### src/rtl/csf_pkg.sv
// Package for the counting semaphore with waiter queue: widths, codes,
// controller states and the command/status structs. No dependencies.
package csf_pkg;

  localparam int UNITS_W     = 20;
  localparam int AMT_W       = 16;
  localparam int ID_W        = 8;
  localparam int CFG_IDX_W   = 2;
  localparam int GRANT_LIMIT = 16;
  localparam int GCNT_W      = 5;

  typedef logic [UNITS_W-1:0] units_t;
  typedef logic [AMT_W-1:0]   amt_t;
  typedef logic [ID_W-1:0]    ident_t;

  localparam units_t UNITS_MAX = '1;
  localparam units_t CAP_RESET = units_t'(1);

  localparam logic [CFG_IDX_W-1:0] CFG_CAPACITY  = CFG_IDX_W'(0);
  localparam logic [CFG_IDX_W-1:0] CFG_UNLIMITED = CFG_IDX_W'(1);

  typedef enum logic [1:0] {
    FN_ACQUIRE = 2'd0,
    FN_RELEASE = 2'd1,
    FN_FORCE   = 2'd2,
    FN_CANCEL  = 2'd3
  } func_t;

  typedef enum logic [2:0] {
    ST_GRANTED   = 3'd0,
    ST_QUEUED    = 3'd1,
    ST_RELEASED  = 3'd2,
    ST_FORCED    = 3'd3,
    ST_CANCELLED = 3'd4,
    ST_NOT_FOUND = 3'd5,
    ST_FULL      = 3'd6,
    ST_UNDERFLOW = 3'd7
  } stat_t;

  typedef enum logic [2:0] {
    S_IDLE,
    S_DECIDE,
    S_REL_RD,
    S_REL_CHK,
    S_CAN_RD,
    S_CAN_CMP,
    S_SHF_RD,
    S_SHF_WR
  } state_t;

  typedef enum logic [1:0] {
    U_HOLD,
    U_ADD_ITEM,
    U_SUB_ITEM,
    U_ADD_HEAD
  } uop_t;

  typedef enum logic [1:0] {
    RD_HEAD,
    RD_IDX,
    RD_IDX1
  } rsel_t;

  typedef struct packed {
    logic  load_item;
    uop_t  uop;
    logic  push;
    logic  pop;
    logic  rel_start;
    logic  rd_en;
    rsel_t rsel;
    logic  idx_clr;
    logic  idx_inc;
    logic  shf_wr;
    logic  drop;
    logic  emit;
    logic  emit_pend;
    stat_t emit_st;
    logic  emit_last;
    logic  pend_grant;
  } csf_cmd_t;

  typedef struct packed {
    func_t func;
    logic  item_fits;
    logic  head_fits;
    logic  q_full;
    logic  q_empty;
    logic  idx_lt;
    logic  idx1_lt;
    logic  id_match;
    logic  limit_hit;
    logic  slot_free;
  } csf_stat_t;

  function automatic units_t add_sat(input units_t a, input amt_t b);
    logic [UNITS_W:0] s;
    s = {1'b0, a} + {{(UNITS_W + 1 - AMT_W){1'b0}}, b};
    return s[UNITS_W] ? UNITS_MAX : s[UNITS_W-1:0];
  endfunction

endpackage

### src/rtl/csf_if.sv
// Channel interfaces of the semaphore: request, result and register write.
// Depends on nothing; widths follow the field widths of the block.
interface csf_in_if;
  logic        valid;
  logic        ready;
  logic [1:0]  func;
  logic [15:0] amount;
  logic [7:0]  requester;
  modport source (output valid, func, amount, requester, input ready);
  modport sink (input valid, func, amount, requester, output ready);
endinterface

interface csf_out_if;
  logic        valid;
  logic        ready;
  logic [7:0]  grant_requester;
  logic [2:0]  status;
  logic [19:0] units_in_use;
  logic        last;
  modport source (output valid, grant_requester, status, units_in_use, last, input ready);
  modport sink (input valid, grant_requester, status, units_in_use, last, output ready);
endinterface

interface csf_cfg_if;
  logic        valid;
  logic        ready;
  logic [1:0]  index;
  logic [19:0] data;
  modport source (output valid, index, data, input ready);
  modport sink (input valid, index, data, output ready);
endinterface

### src/rtl/csf_ctrl.sv
// Controller state machine of the semaphore: sequences each request beat.
// Depends on csf_pkg; talks to csf_dpath through command and status structs.
module csf_ctrl
  import csf_pkg::*;
(
  input  logic      clk,
  input  logic      rst_n,
  input  logic      in_valid,
  output logic      in_ready,
  input  csf_stat_t st,
  output csf_cmd_t  cmd
);

  state_t state_r;
  state_t state_nxt;

  always_ff @(posedge clk) begin
    if (!rst_n) begin
      state_r <= S_IDLE;
    end else begin
      state_r <= state_nxt;
    end
  end

  always_comb begin
    state_nxt = state_r;
    unique case (state_r)
      S_IDLE: begin
        if (in_valid) state_nxt = S_DECIDE;
      end
      S_DECIDE: begin
        unique case (st.func)
          FN_ACQUIRE, FN_FORCE: begin
            if (st.slot_free) state_nxt = S_IDLE;
          end
          FN_RELEASE: state_nxt = S_REL_RD;
          FN_CANCEL:  state_nxt = S_CAN_RD;
          default:    state_nxt = S_IDLE;
        endcase
      end
      S_REL_RD: begin
        if (!st.q_empty && !st.limit_hit) begin
          state_nxt = S_REL_CHK;
        end else if (st.slot_free) begin
          state_nxt = S_IDLE;
        end
      end
      S_REL_CHK: begin
        if (st.slot_free) state_nxt = st.head_fits ? S_REL_RD : S_IDLE;
      end
      S_CAN_RD: begin
        if (st.idx_lt) begin
          state_nxt = S_CAN_CMP;
        end else if (st.slot_free) begin
          state_nxt = S_IDLE;
        end
      end
      S_CAN_CMP: state_nxt = st.id_match ? S_SHF_RD : S_CAN_RD;
      S_SHF_RD: begin
        if (st.idx1_lt) begin
          state_nxt = S_SHF_WR;
        end else if (st.slot_free) begin
          state_nxt = S_IDLE;
        end
      end
      S_SHF_WR: state_nxt = S_SHF_RD;
      default:  state_nxt = S_IDLE;
    endcase
  end

  always_comb begin
    cmd      = '0;
    in_ready = (state_r == S_IDLE);
    unique case (state_r)
      S_IDLE: begin
        cmd.load_item = in_valid;
      end
      S_DECIDE: begin
        unique case (st.func)
          FN_ACQUIRE: begin
            if (st.slot_free) begin
              cmd.emit      = 1'b1;
              cmd.emit_last = 1'b1;
              if (st.item_fits) begin
                cmd.uop     = U_ADD_ITEM;
                cmd.emit_st = ST_GRANTED;
              end else if (!st.q_full) begin
                cmd.push    = 1'b1;
                cmd.emit_st = ST_QUEUED;
              end else begin
                cmd.emit_st = ST_FULL;
              end
            end
          end
          FN_FORCE: begin
            if (st.slot_free) begin
              cmd.emit      = 1'b1;
              cmd.emit_last = 1'b1;
              cmd.uop       = U_ADD_ITEM;
              cmd.emit_st   = ST_FORCED;
            end
          end
          FN_RELEASE: begin
            cmd.uop       = U_SUB_ITEM;
            cmd.rel_start = 1'b1;
          end
          FN_CANCEL: cmd.idx_clr = 1'b1;
          default: ;
        endcase
      end
      S_REL_RD: begin
        if (!st.q_empty && !st.limit_hit) begin
          cmd.rd_en = 1'b1;
          cmd.rsel  = RD_HEAD;
        end else if (st.slot_free) begin
          cmd.emit      = 1'b1;
          cmd.emit_pend = 1'b1;
          cmd.emit_last = 1'b1;
        end
      end
      S_REL_CHK: begin
        if (st.slot_free) begin
          cmd.emit      = 1'b1;
          cmd.emit_pend = 1'b1;
          if (st.head_fits) begin
            cmd.uop        = U_ADD_HEAD;
            cmd.pop        = 1'b1;
            cmd.pend_grant = 1'b1;
          end else begin
            cmd.emit_last = 1'b1;
          end
        end
      end
      S_CAN_RD: begin
        if (st.idx_lt) begin
          cmd.rd_en = 1'b1;
          cmd.rsel  = RD_IDX;
        end else if (st.slot_free) begin
          cmd.emit      = 1'b1;
          cmd.emit_st   = ST_NOT_FOUND;
          cmd.emit_last = 1'b1;
        end
      end
      S_CAN_CMP: begin
        cmd.idx_inc = !st.id_match;
      end
      S_SHF_RD: begin
        if (st.idx1_lt) begin
          cmd.rd_en = 1'b1;
          cmd.rsel  = RD_IDX1;
        end else if (st.slot_free) begin
          cmd.drop      = 1'b1;
          cmd.emit      = 1'b1;
          cmd.emit_st   = ST_CANCELLED;
          cmd.emit_last = 1'b1;
        end
      end
      S_SHF_WR: begin
        cmd.shf_wr  = 1'b1;
        cmd.idx_inc = 1'b1;
      end
      default: ;
    endcase
  end

endmodule

### src/rtl/csf_dpath.sv
// Datapath of the semaphore: registers, unit counter, waiter queue memory
// and result register. Depends on csf_pkg; driven by csf_ctrl commands.
module csf_dpath
  import csf_pkg::*;
#(
  parameter int QUEUE_DEPTH = 16
) (
  input  logic                 clk,
  input  logic                 rst_n,
  input  logic [1:0]           in_func,
  input  amt_t                 in_amount,
  input  ident_t               in_requester,
  input  logic                 cfg_valid,
  input  logic [CFG_IDX_W-1:0] cfg_index,
  input  units_t               cfg_data,
  input  logic                 out_ready,
  output logic                 out_valid,
  output ident_t               out_requester,
  output stat_t                out_status,
  output units_t               out_units,
  output logic                 out_last,
  input  csf_cmd_t             cmd,
  output csf_stat_t            st
);

  localparam int IDX_W = (QUEUE_DEPTH > 1) ? $clog2(QUEUE_DEPTH) : 1;
  localparam int CNT_W = $clog2(QUEUE_DEPTH + 1);
  localparam int SUM_W = IDX_W + 2;
  localparam int ENT_W = ID_W + AMT_W;

  typedef logic [IDX_W-1:0] qidx_t;
  typedef logic [CNT_W-1:0] qcnt_t;

  // Payload registers.
  func_t  item_func_r;
  amt_t   item_amt_r;
  ident_t item_req_r;
  ident_t pend_who_r;
  stat_t  pend_st_r;
  logic [ENT_W-1:0] rdata_r;
  logic [ENT_W-1:0] mem [QUEUE_DEPTH];

  // Control registers.
  units_t cap_r;
  logic   unl_r;
  units_t units_r;
  units_t units_nxt;
  qcnt_t  total_r;
  qidx_t  head_r;
  qcnt_t  idx_r;
  logic [GCNT_W-1:0] gcnt_r;

  logic   out_valid_r;
  ident_t out_who_r;
  stat_t  out_st_r;
  units_t out_units_r;
  logic   out_last_r;

  ident_t head_id;
  amt_t   head_amt;
  logic   under;
  qidx_t  addr_tail;
  qidx_t  addr_idx;
  qidx_t  addr_idx1;
  qidx_t  addr_rd;
  logic [CNT_W:0] idx1;

  function automatic qidx_t wrap(input logic [SUM_W-1:0] s);
    if (s >= SUM_W'(QUEUE_DEPTH)) begin
      wrap = IDX_W'(s - SUM_W'(QUEUE_DEPTH));
    end else begin
      wrap = IDX_W'(s);
    end
  endfunction

  assign head_id  = rdata_r[ENT_W-1:AMT_W];
  assign head_amt = rdata_r[AMT_W-1:0];
  assign under    = {{(UNITS_W - AMT_W){1'b0}}, item_amt_r} > units_r;
  assign idx1     = {1'b0, idx_r} + (CNT_W + 1)'(1);

  assign addr_tail = wrap(SUM_W'(head_r) + SUM_W'(total_r));
  assign addr_idx  = wrap(SUM_W'(head_r) + SUM_W'(idx_r));
  assign addr_idx1 = wrap(SUM_W'(head_r) + SUM_W'(idx1));

  always_comb begin
    case (cmd.rsel)
      RD_IDX:  addr_rd = addr_idx;
      RD_IDX1: addr_rd = addr_idx1;
      default: addr_rd = head_r;
    endcase
  end

  always_comb begin
    case (cmd.uop)
      U_ADD_ITEM: units_nxt = add_sat(units_r, item_amt_r);
      U_SUB_ITEM: units_nxt = under ? '0
                              : units_r - {{(UNITS_W - AMT_W){1'b0}}, item_amt_r};
      U_ADD_HEAD: units_nxt = add_sat(units_r, head_amt);
      default:    units_nxt = units_r;
    endcase
  end

  // Status toward the controller.
  always_comb begin
    st.func      = item_func_r;
    st.item_fits = unl_r || (({1'b0, units_r} + (UNITS_W + 1)'(item_amt_r))
                             <= {1'b0, cap_r});
    st.head_fits = unl_r || (({1'b0, units_r} + (UNITS_W + 1)'(head_amt))
                             <= {1'b0, cap_r});
    st.q_full    = (total_r == CNT_W'(QUEUE_DEPTH));
    st.q_empty   = (total_r == '0);
    st.idx_lt    = (idx_r < total_r);
    st.idx1_lt   = (idx1 < {1'b0, total_r});
    st.id_match  = (head_id == item_req_r);
    st.limit_hit = (gcnt_r == GCNT_W'(GRANT_LIMIT));
    st.slot_free = !out_valid_r || out_ready;
  end

  // Configuration registers.
  always_ff @(posedge clk) begin
    if (!rst_n) begin
      cap_r <= CAP_RESET;
      unl_r <= 1'b0;
    end else if (cfg_valid) begin
      case (cfg_index)
        CFG_CAPACITY:  cap_r <= cfg_data;
        CFG_UNLIMITED: unl_r <= cfg_data[0];
        default: ;
      endcase
    end
  end

  // Item and pending-result payload.
  always_ff @(posedge clk) begin
    if (cmd.load_item) begin
      item_func_r <= func_t'(in_func);
      item_amt_r  <= in_amount;
      item_req_r  <= in_requester;
    end
    if (cmd.rel_start) begin
      pend_who_r <= item_req_r;
      pend_st_r  <= under ? ST_UNDERFLOW : ST_RELEASED;
    end else if (cmd.pend_grant) begin
      pend_who_r <= head_id;
      pend_st_r  <= ST_GRANTED;
    end
  end

  // Counters and queue pointers.
  always_ff @(posedge clk) begin
    if (!rst_n) begin
      units_r <= '0;
      total_r <= '0;
      head_r  <= '0;
      idx_r   <= '0;
      gcnt_r  <= '0;
    end else begin
      units_r <= units_nxt;
      if (cmd.push) begin
        total_r <= total_r + CNT_W'(1);
      end else if (cmd.pop || cmd.drop) begin
        total_r <= total_r - CNT_W'(1);
      end
      if (cmd.pop) head_r <= wrap(SUM_W'(head_r) + SUM_W'(1));
      if (cmd.idx_clr) begin
        idx_r <= '0;
      end else if (cmd.idx_inc) begin
        idx_r <= idx_r + CNT_W'(1);
      end
      if (cmd.rel_start) begin
        gcnt_r <= '0;
      end else if (cmd.pop) begin
        gcnt_r <= gcnt_r + GCNT_W'(1);
      end
    end
  end

  // Waiter queue memory: one write port, one registered read port.
  always_ff @(posedge clk) begin
    if (cmd.push) begin
      mem[addr_tail] <= {item_req_r, item_amt_r};
    end else if (cmd.shf_wr) begin
      mem[addr_idx] <= rdata_r;
    end
    if (cmd.rd_en) rdata_r <= mem[addr_rd];
  end

  // Result register.
  always_ff @(posedge clk) begin
    if (!rst_n) begin
      out_valid_r <= 1'b0;
    end else if (cmd.emit) begin
      out_valid_r <= 1'b1;
    end else if (out_ready) begin
      out_valid_r <= 1'b0;
    end
  end

  always_ff @(posedge clk) begin
    if (cmd.emit) begin
      out_who_r   <= cmd.emit_pend ? pend_who_r : item_req_r;
      out_st_r    <= cmd.emit_pend ? pend_st_r : cmd.emit_st;
      out_units_r <= cmd.emit_pend ? units_r : units_nxt;
      out_last_r  <= cmd.emit_last;
    end
  end

  assign out_valid     = out_valid_r;
  assign out_requester = out_who_r;
  assign out_status    = out_st_r;
  assign out_units     = out_units_r;
  assign out_last      = out_last_r;

endmodule

### src/rtl/counting_semaphore_fifo_top.sv
// Counting semaphore with a FIFO of waiters. An acquire or forced acquire shows its
// result beat through the result register once decided; a new request is taken only when idle.
// A release grants head waiters in order while they fit, up to GRANT_LIMIT; a cancel searches
// the queue entry by entry and moves later entries down, each read through the single read port
// of the queue memory. A result waiting on out_ready stalls the block. Reset (rst_n, synchronous,
// low) empties the queue and clears the unit count at once; no clearing pass.
module counting_semaphore_fifo_top
  import csf_pkg::*;
#(
  parameter int QUEUE_DEPTH = 16
) (
  input logic       clk,
  input logic       rst_n,
  csf_in_if.sink    in_ch,
  csf_out_if.source out_ch,
  csf_cfg_if.sink   cfg_ch
);

  // Command and status bundles between the controller and the datapath.
  csf_cmd_t  cmd;
  csf_stat_t st;
  stat_t     out_status;

  // Register writes are always taken; the user must send them only while idle (not enforced).
  assign cfg_ch.ready = 1'b1;

  // The controller owns sequencing: one request at a time, with a release
  // walking the head of the queue and a cancel sweeping it entry by entry.
  csf_ctrl u_ctrl (
    .clk      (clk),
    .rst_n    (rst_n),
    .in_valid (in_ch.valid),
    .in_ready (in_ch.ready),
    .st       (st),
    .cmd      (cmd)
  );

  // The datapath holds the unit count, the configuration, the waiter queue
  // as a circular buffer in memory, and the result register. The result
  // register lets a new request beat in while an earlier result still waits.
  csf_dpath #(
    .QUEUE_DEPTH (QUEUE_DEPTH)
  ) u_dpath (
    .clk           (clk),
    .rst_n         (rst_n),
    .in_func       (in_ch.func),
    .in_amount     (in_ch.amount),
    .in_requester  (in_ch.requester),
    .cfg_valid     (cfg_ch.valid),
    .cfg_index     (cfg_ch.index),
    .cfg_data      (cfg_ch.data),
    .out_ready     (out_ch.ready),
    .out_valid     (out_ch.valid),
    .out_requester (out_ch.grant_requester),
    .out_status    (out_status),
    .out_units     (out_ch.units_in_use),
    .out_last      (out_ch.last),
    .cmd           (cmd),
    .st            (st)
  );

  assign out_ch.status = out_status;

endmodule

### src/flat_wrapper.sv
// flat-port wrapper written by rule: the top's interface ports become plain ports
module counting_semaphore_fifo_top_flat import csf_pkg::*;
#(
  parameter int QUEUE_DEPTH = 16
)
  (clk, rst_n, in_ch_valid, in_ch_func, in_ch_amount, in_ch_requester, in_ch_ready, out_ch_valid, out_ch_grant_requester, out_ch_status, out_ch_units_in_use, out_ch_last, out_ch_ready, cfg_ch_valid, cfg_ch_index, cfg_ch_data, cfg_ch_ready);
  csf_in_if in_ch_i ();
  csf_out_if out_ch_i ();
  csf_cfg_if cfg_ch_i ();
  input logic clk;
  input logic rst_n;
  input wire logic [$bits(in_ch_i.valid)-1:0] in_ch_valid;
  input wire logic [$bits(in_ch_i.func)-1:0] in_ch_func;
  input wire logic [$bits(in_ch_i.amount)-1:0] in_ch_amount;
  input wire logic [$bits(in_ch_i.requester)-1:0] in_ch_requester;
  output wire logic [$bits(in_ch_i.ready)-1:0] in_ch_ready;
  output wire logic [$bits(out_ch_i.valid)-1:0] out_ch_valid;
  output wire logic [$bits(out_ch_i.grant_requester)-1:0] out_ch_grant_requester;
  output wire logic [$bits(out_ch_i.status)-1:0] out_ch_status;
  output wire logic [$bits(out_ch_i.units_in_use)-1:0] out_ch_units_in_use;
  output wire logic [$bits(out_ch_i.last)-1:0] out_ch_last;
  input wire logic [$bits(out_ch_i.ready)-1:0] out_ch_ready;
  input wire logic [$bits(cfg_ch_i.valid)-1:0] cfg_ch_valid;
  input wire logic [$bits(cfg_ch_i.index)-1:0] cfg_ch_index;
  input wire logic [$bits(cfg_ch_i.data)-1:0] cfg_ch_data;
  output wire logic [$bits(cfg_ch_i.ready)-1:0] cfg_ch_ready;
  assign in_ch_i.valid = in_ch_valid;
  assign in_ch_i.func = in_ch_func;
  assign in_ch_i.amount = in_ch_amount;
  assign in_ch_i.requester = in_ch_requester;
  assign in_ch_ready = in_ch_i.ready;
  assign out_ch_valid = out_ch_i.valid;
  assign out_ch_grant_requester = out_ch_i.grant_requester;
  assign out_ch_status = out_ch_i.status;
  assign out_ch_units_in_use = out_ch_i.units_in_use;
  assign out_ch_last = out_ch_i.last;
  assign out_ch_i.ready = out_ch_ready;
  assign cfg_ch_i.valid = cfg_ch_valid;
  assign cfg_ch_i.index = cfg_ch_index;
  assign cfg_ch_i.data = cfg_ch_data;
  assign cfg_ch_ready = cfg_ch_i.ready;
  counting_semaphore_fifo_top #(.QUEUE_DEPTH(QUEUE_DEPTH)) u_core (.clk(clk), .rst_n(rst_n), .in_ch(in_ch_i), .out_ch(out_ch_i), .cfg_ch(cfg_ch_i));
endmodule
### config.mk
export PLATFORM = sky130hd
export DESIGN_NAME = counting_semaphore_fifo_top_flat
export DESIGN_NICKNAME = d
export VERILOG_FILES = /design/src/rtl/csf_pkg.sv /design/src/rtl/csf_if.sv /design/src/rtl/csf_ctrl.sv /design/src/rtl/csf_dpath.sv /design/src/rtl/counting_semaphore_fifo_top.sv /design/src/flat_wrapper.sv
export SDC_FILE = /design/constraint.sdc
export NUM_CORES = 1
export LEC_CHECK = 0
export BUFFER_PORTS_ARGS = -buffer_cell sky130_fd_sc_hd__buf_4
export CAP_MARGIN = 20
export CORE_MARGIN = 2
export CORE_UTILIZATION = 45
export CTS_CLUSTER_DIAMETER = 100
export DETAILED_ROUTE_END_ITERATION = 16
export PLACE_DENSITY_LB_ADDON = 0.12
export SKIP_CTS_REPAIR_TIMING = 1
export SLEW_MARGIN = 10
export SYNTH_ARGS = -nofsm -noshare
export SYNTH_HDL_FRONTEND = slang
export SYNTH_SLANG_ARGS = --single-unit
### constraint.sdc
create_clock -name clk -period 9.6 [get_ports clk]
set_input_delay 0.48 -clock clk [delete_from_list [all_inputs] [get_ports clk]]
set_output_delay 0.48 -clock clk [all_outputs]
set_load 0.02 [all_outputs]
==> results of run 1 <==
==> layer usage <==
layer,wire length (um),vias to the layer above,track usage (%)
li1,-,7339,-
met1,29500,8095,31.2
met2,32700,446,38.0
met3,3760,97,3.28
met4,1900,0,6.80
met5,0,-,0
==> cell usage after synthesis (all sizes together), types with 14 or more instances <==
master    n
nand2   168
edfxtp  476
mux4     96
nand3    19
mux2     25
xor2     19
nand4    16
o21a     14
nor2    101
nor3     24
a211oi   36
buf      43
clkbuf   39
mux2i    34
ha      114
xnor2    55
nand2b   16
o21ai    66
nor2b    42
a21o     32
o211ai   16
dfxtp    64
a21oi   119
a31oi    22
inv      72
==> critical path: cells and delay by family (launching register included) <==
kind / cells / cell delay [ns]
adders and majority gates: 3 / 0.86
buffers and inverters: 2 / 0.53
AOI/OAI and AO/OA: 7 / 1.66
xor gates and xnor gates: 1 / 0.15
and+or+nand+nor: 8 / 2.05
DFF: 1 / 0.44
==> power breakdown <==
group          switching (uW)  internal, uW
Sequential               78.7          2660
Clock                     938          1300
Combinational             837           530
==> area by class of cell <==
| cell class | count | area share (%) |
|---|---|---|
| clock buffer | 73 | 5.11 |
| clock inverter | 34 | 1.37 |
| inverter | 72 | 0.917 |
| multi-input combinational | 1170 | 33.5 |
| sequential | 540 | 52.8 |
| tap | 765 | 3.25 |
| timing repair buffer | 119 | 3.04 |
==> state kept, by name, indices dropped and copies added, names as in the netlist <==
signal	count
u_core.u_ctrl.state_r	3
u_core.u_dpath.cap_r	20
u_core.u_dpath.gcnt_r	5
u_core.u_dpath.head_r	4
u_core.u_dpath.idx_r	5
u_core.u_dpath.item_amt_r	16
u_core.u_dpath.item_func_r	2
u_core.u_dpath.item_req_r	8
u_core.u_dpath.mem	384
u_core.u_dpath.out_last	1
u_core.u_dpath.out_requester	8
u_core.u_dpath.out_status	3
u_core.u_dpath.out_units	20
u_core.u_dpath.out_valid	1
u_core.u_dpath.pend_st_r	2
u_core.u_dpath.pend_who_r	8
u_core.u_dpath.rdata_r	24
u_core.u_dpath.total_r	5
u_core.u_dpath.units_r	20
u_core.u_dpath.unl_r	1
==> worst min-delay path by stage <==
stage                             start                             to  slack, ns  cells after the start
2_1_floorplan  u_core.u_dpath.cap_r[10]       u_core.u_dpath.cap_r[10]       0.44                      2
3_3_place_gp    u_core.u_dpath.cap_r[3]        u_core.u_dpath.cap_r[3]       0.44                      2
3_5_place_dp    u_core.u_dpath.cap_r[8]        u_core.u_dpath.cap_r[8]       0.45                      2
4_1_cts                   in_ch_func[1]  u_core.u_dpath.item_func_r[1]      0.005                      1
5_1_grt                   in_ch_func[1]  u_core.u_dpath.item_func_r[1]       0.02                      1
6_report                  in_ch_func[1]  u_core.u_dpath.item_func_r[1]       0.04                      1
==> kinds of logic after synthesis <==
| family | after synthesis | synth area share (%) |
|---|---|---|
| other | 1 | 0.0144 |
| adders and majority gates | 121 | 6.02 |
| DFF | 540 | 59.9 |
| AOI/OAI and AO/OA | 380 | 10.1 |
| xor gates and xnor gates | 74 | 2.49 |
| and+or+nand+nor | 439 | 8.21 |
| muxes | 155 | 10.7 |
| buffers and inverters | 154 | 2.57 |
==> through the flow <==
stage	utilization (%)	instances
final	51.4	2773
after global routing	51.4	2773
after CTS	51.4	2772
after detailed placement	48.0	2665
after global placement	48.0	2665
after floorplan	-	1864
==> summary.md, run 1 <==
| Metric | Value |
|---|---|
| DIE WIDTH | `244 um` |
| Vias | `15977` |
| Final setup fails | `0` |
| Hold crit path type | `primary input to flip-flop` |
| Initial DRC count | `1273` |
| Total negative slack | `0 ns` |
| GRT overflow | `0` |
| Cells on worst reg2reg path | `21` |
| Die ar. | `59700 sq um` |
| Dpl ws | `3.45 ns` |
| Pleak | `0.0106 uW` |
| Max-cap viol count | `0` |
| Final nets | `2135` |
| Die Y-Extent | `244 um` |
| Max-slew violation count | `0` |
| Top post-synthesis cells by area | `edfxtp_1 55%, mux4_2 8.3%, ha_1 5.5%` |
| Worst ir drop on vdd | `144 uV` |
| RSZ-0062 raised after global routing | `no` |
| TritonCTS buffer count | `58` |
| WL final | `67.8 mm` |
| CTS tree | `built` |
| Required time worst endpoint | `9.87 ns` |
| Clk_skew | `0.0285 ns` |
| Crit-path max cell delay | `0.45 ns` |
| Synth warn | `0` |
| Reg2reg end | `u_core.u_dpath.mem[2][5]` |
| Crit Path Max Fanout | `20` |
| CTS sink cnt | `540` |
| Hold Fails Final Rpt | `0` |
| Status | `complete, no violations` |
| Post-route ant nets | `0` |
| Async set-or-reset flop fraction in the synthesized netlist | `0%` |
| Area taken by multi-input logic gates | `9870 sq um` |
| Row count | `88` |
| IO Count | `88` |
| Setup CP Type | `flip-flop to flip-flop` |
| Commonest non-fill, non-tap cell in the layout | `edfxtp_1` |
| Layout cell share with drive strength beyond 1 | `19.3%` |
| Skew-Pair Late Insertion Delay | `0.63 ns` |
| Clk buf depth | `3` |
| First-pass GRT wire length | `102 mm` |
| Top-area cell type share of the netlist area | `55.0%` |
| Pwr/cell area | `215 nW/um^2` |
| Wire per inst | `24.4 um` |
| Via/cell ratio | `5.76` |
| Htree depth | `2` |
| FF+latch area | `15600 sq um` |
| Tot GR Track Use | `22.8%` |
| Slew @ Worst Pin | `1.12 ns` |
| Post-synth EDFFs | `476` |
| Crit-path cells | `ha_1 > inv_1 > fa_1 > o21bai_2 > a221oi_2 > nor2_1 > nor2_1 > o21bai_1 > and3_1 > xor2_1 > ha_1 > nand3_1 > and4bb_4 > o31ai_2 > nor4b_4 > a22oi_4 > o2111ai_2 > nor3b_1 > a31oi_1 > nor3_2 > buf_4` |
| Port bufs | `86` |
| Initial antenna violation count | `2` |
| Kind of end point of the critical path | `flip-flop` |
| Synth area leader | `edfxtp_1` |
| Worst hold slack | `0.0389 ns` |
| Post-synthesis cell area | `26000 sq um` |
| Final min period | `6.04 ns` |
| Drt drc | `0` |
| Fmax | `166 MHz` |
| R2R Path Start | `u_core.u_dpath.item_amt_r[0]` |
| Cells after synthesis | `1864` |
| Unique cell type count in the Yosys netlist | `100` |
| Worst R2R Setup Slack | `3.56 ns` |
| Crit start category | `flip-flop` |
| WP data arrival | `6.31 ns` |
| Area post-placement | `27600 sq um` |
| Register bit total from synthesis | `540` |
| Largest net degree at the start of global routing | `63` |
| Area grow syn2layout | `13.4%` |
| CTS clk-pin slew, worst paths | `0.06 ns` |
| Filler instances | `4870` |
| Final worst-path cycle share | `62.9%` |
| Syn_area_per_cell | `14.0 sq um` |
| Most used flip-flop cell after synthesis | `edfxtp_1` |
| Crit-path slowest cell | `buf_4` |
| Final Cell Area | `29500 sq um` |
| Pre-antenna DRT Iters | `5` |
| ANT cells | `0` |
| Sequential area share after synthesis | `59.9%` |
| CP Launch Point | `u_core.u_dpath.item_amt_r[0]` |
| Initial Util | `45.3%` |
| Syn Nets | `2038` |
| Core area | `57400 sq um` |
| DP HPWL | `44.0 mm` |
| Worst slew margin | `25.3%` |
| Most frequent cells in the layout | `476 x edfxtp_1, 166 x nand2_1, 118 x buf_4` |
| Crit path capture | `u_core.u_dpath.mem[2][5]` |
| Total power | `6350 uW` |
| CTS root buf | `clkbuf_16` |
| Vias in the first global route | `15896` |
| Final worst setup slack | `3.56 ns` |
| Gpl congestion | `0.934` |
Power figures use the tool's default switching activity.
==> run 2: changes to the inputs <==
==> constraint.sdc (replaced) <==
create_clock -name clk -period 5.8 [get_ports clk]
set_input_delay 0.29 -clock clk [delete_from_list [all_inputs] [get_ports clk]]
set_output_delay 0.29 -clock clk [all_outputs]
set_load 0.02 [all_outputs]
==> run 2 against run 1 <==
  * Cell area is 4.0% higher
  * Fmax grew 11%
  * Register-to-register slack worse by 3.2 ns
  * Non-clock buffer count grew 89
  * Largest power group unchanged
  * Critical path depth unchanged
  * Clock power up 65%
  * Cell count grew 3.0%
  * Wire length shrank 1.9%
  * Sequential power increased by 66%
  * First-iteration DRC count shrank 11%
  * Highest routed layer unchanged
  * Via count is 1.6% higher
  * Hold slack better by 0.00095 ns
==> summary.md, run 2 (synthesis results as in run 1) <==
| Metric | Value |
|---|---|
| Required time worst endpoint | `6.12 ns` |
| Final worst setup slack | `0.366 ns` |
| Worst ir drop on vdd | `295 uV` |
| Port bufs | `86` |
| TritonCTS buffer count | `58` |
| ANT cells | `0` |
| Crit start category | `flip-flop` |
| Worst R2R Setup Slack | `0.37 ns` |
| GRT overflow | `0` |
| CP Buf/Inv Count | `3` |
| Dpl ws | `0.276 ns` |
| R2R Path Start | `u_core.u_dpath.item_amt_r[1]` |
| Initial antenna violation count | `0` |
| CP Launch Point | `u_core.u_dpath.item_amt_r[1]` |
| Crit path capture | `u_core.u_dpath.mem[6][23]` |
| Total internal power | `7560 uW` |
| Top cell family by delay on the critical path | `compound AO/OA/AOI/OAI gates` |
| Pleak | `0.0111 uW` |
| Kind of end point of the critical path | `flip-flop` |
| Area post-placement | `28300 sq um` |
| Crit Path Max Fanout | `24` |
| IO Count | `88` |
| CTS tree | `built` |
| Max-cap viol count | `0` |
| Core area | `57400 sq um` |
| First-pass GRT wire length | `99.6 mm` |
| Largest register FFs | `384` |
| DIE WIDTH | `244 um` |
| Skew-Pair Late Insertion Delay | `0.63 ns` |
| Max-slew violation count | `0` |
| RSZ-0062 raised after global routing | `no` |
| Non-Filler Instances | `2856` |
| Critical path depth in cells | `21` |
| Initial DRC count | `1139` |
| Die ar. | `59700 sq um` |
| Clk buf depth | `3` |
| Clk network pwr share | `34.5%` |
| Cells on worst reg2reg path | `21` |
| Hold crit path type | `primary input to flip-flop` |
| Post-route ant nets | `0` |
| Fmax | `184 MHz` |
| Worst hold slack | `0.0399 ns` |
| Tot GR Track Use | `22.3%` |
| Vias | `16237` |
| Final min period | `5.43 ns` |
| Initial Util | `45.3%` |
| Final nets | `2224` |
| Reg2reg end | `u_core.u_dpath.mem[6][23]` |
| Hold Fails Final Rpt | `0` |
| Register with the most flip-flops | `u_core.u_dpath.mem` |
| CTS sink cnt | `540` |
| Largest regs | `u_core.u_dpath.mem x384, u_core.u_dpath.rdata_r x24` |
| Wire per inst | `23.3 um` |
| Vias in the first global route | `16053` |
| Htree depth | `2` |
| Detail Route met3 WL | `3.13 mm` |
| Most frequent cells in the layout | `476 x edfxtp_1, 166 x nand2_1, 134 x buf_4` |
| Hold Path Depth | `2` |
| WL final | `66.5 mm` |
| Final setup fails | `0` |
| Dpl cells | `2708` |
| Max Used Layer | `met4` |
| Drt drc | `0` |
| Sequential Power Share | `42.5%` |
| Pwr/cell area | `348 nW/um^2` |
| Crit-path slowest cell | `o311ai_1` |
| Setup CP Type | `flip-flop to flip-flop` |
| Largest net degree at the start of global routing | `73` |
| CTS root buf | `clkbuf_16` |
| Via/cell ratio | `5.69` |
| Worst slew margin | `34.0%` |
| Crit-path max cell delay | `0.49 ns` |
| Die Y-Extent | `244 um` |
| WP data arrival | `5.76 ns` |
| Layout cell share with drive strength beyond 1 | `20.9%` |
| Commonest non-fill, non-tap cell in the layout | `edfxtp_1` |
| Gpl congestion | `0.899` |
| CTS clk-pin slew, worst paths | `0.06 ns` |
| Comb pwr share | `23.0%` |
| Net Sw Frac | `29.2%` |
| Pre-antenna DRT Iters | `5` |
| Clk_skew | `0.0298 ns` |
| Final Cell Area | `30700 sq um` |
| Met1 wire length | `29.7 mm` |
| Slew @ Worst Pin | `0.991 ns` |
| DP HPWL | `46.1 mm` |
| Switching pwr | `3130 uW` |
| Status | `complete, no violations` |
| DR WL met2 | `31.4 mm` |
| Final worst-path cycle share | `93.7%` |
| Most used cell along the critical path | `ha_1` |
| Crit-path cells | `inv_1 > ha_1 > nor2b_1 > o311ai_1 > a31oi_4 > o211ai_4 > nor2_1 > o21ai_0 > xnor2_1 > ha_1 > nand3_1 > and4bb_4 > o31ai_2 > nor4b_4 > a22oi_4 > o2111ai_2 > buf_4 > nor3b_1 > a31oi_2 > nor3_2 > buf_12` |
| Row count | `88` |
| Area grow syn2layout | `17.9%` |
-- run 2: area by class of cell --
cell class | count | area (sq um)
timing repair buffer | 208 | 2020
fill | 4776 | 26700
multi-input combinational | 1170 | 9960
tap | 765 | 957
inverter | 72 | 270
clock inverter | 26 | 339
clock buffer | 75 | 1560
sequential | 540 | 15600
-- run 2: stage by stage --
step	total power [uW]	setup TNS, ns	util (%)
floorplan	6210	-12.56	-
global placement	7000	0	49.3
detailed placement	7030	0	49.3
CTS	10700	0	52.6
global route	11200	0	53.5
finish	10700	0	53.5
-- run 2: worst min path at each step --
| stage | to | slack [ns] | from |
|---|---|---|---|
| finish | u_core.u_dpath.cap_r[0] | 0.04 | rst_n |
| global route | u_core.u_dpath.cap_r[0] | 0.01 | rst_n |
| CTS | u_core.u_dpath.item_amt_r[5] | -0.19 | in_ch_amount[5] |
| detailed placement | u_core.u_dpath.cap_r[18] | 0.45 | u_core.u_dpath.cap_r[18] |
| global placement | u_core.u_dpath.cap_r[13] | 0.44 | u_core.u_dpath.cap_r[13] |
| floorplan | u_core.u_dpath.item_amt_r[0] | 0.39 | in_ch_amount[0] |
-- run 2: power by group through the flow --
stage          clock network (uW)  logic (uW)  registers [uW]
2_1_floorplan                   0        1600            4600
3_3_place_gp                    0        2380            4610
3_5_place_dp                    0        2410            4620
4_1_cts                      3770        2420            4540
5_1_grt                      3910        2700            4550
6_report                     3690        2460            4540
-- run 2: layer usage --
metal,track usage [%],vias up
li1,-,7518
met5,0,-
met3,2.82,104
met4,8.16,0
met2,35.8,426
met1,31.2,8189
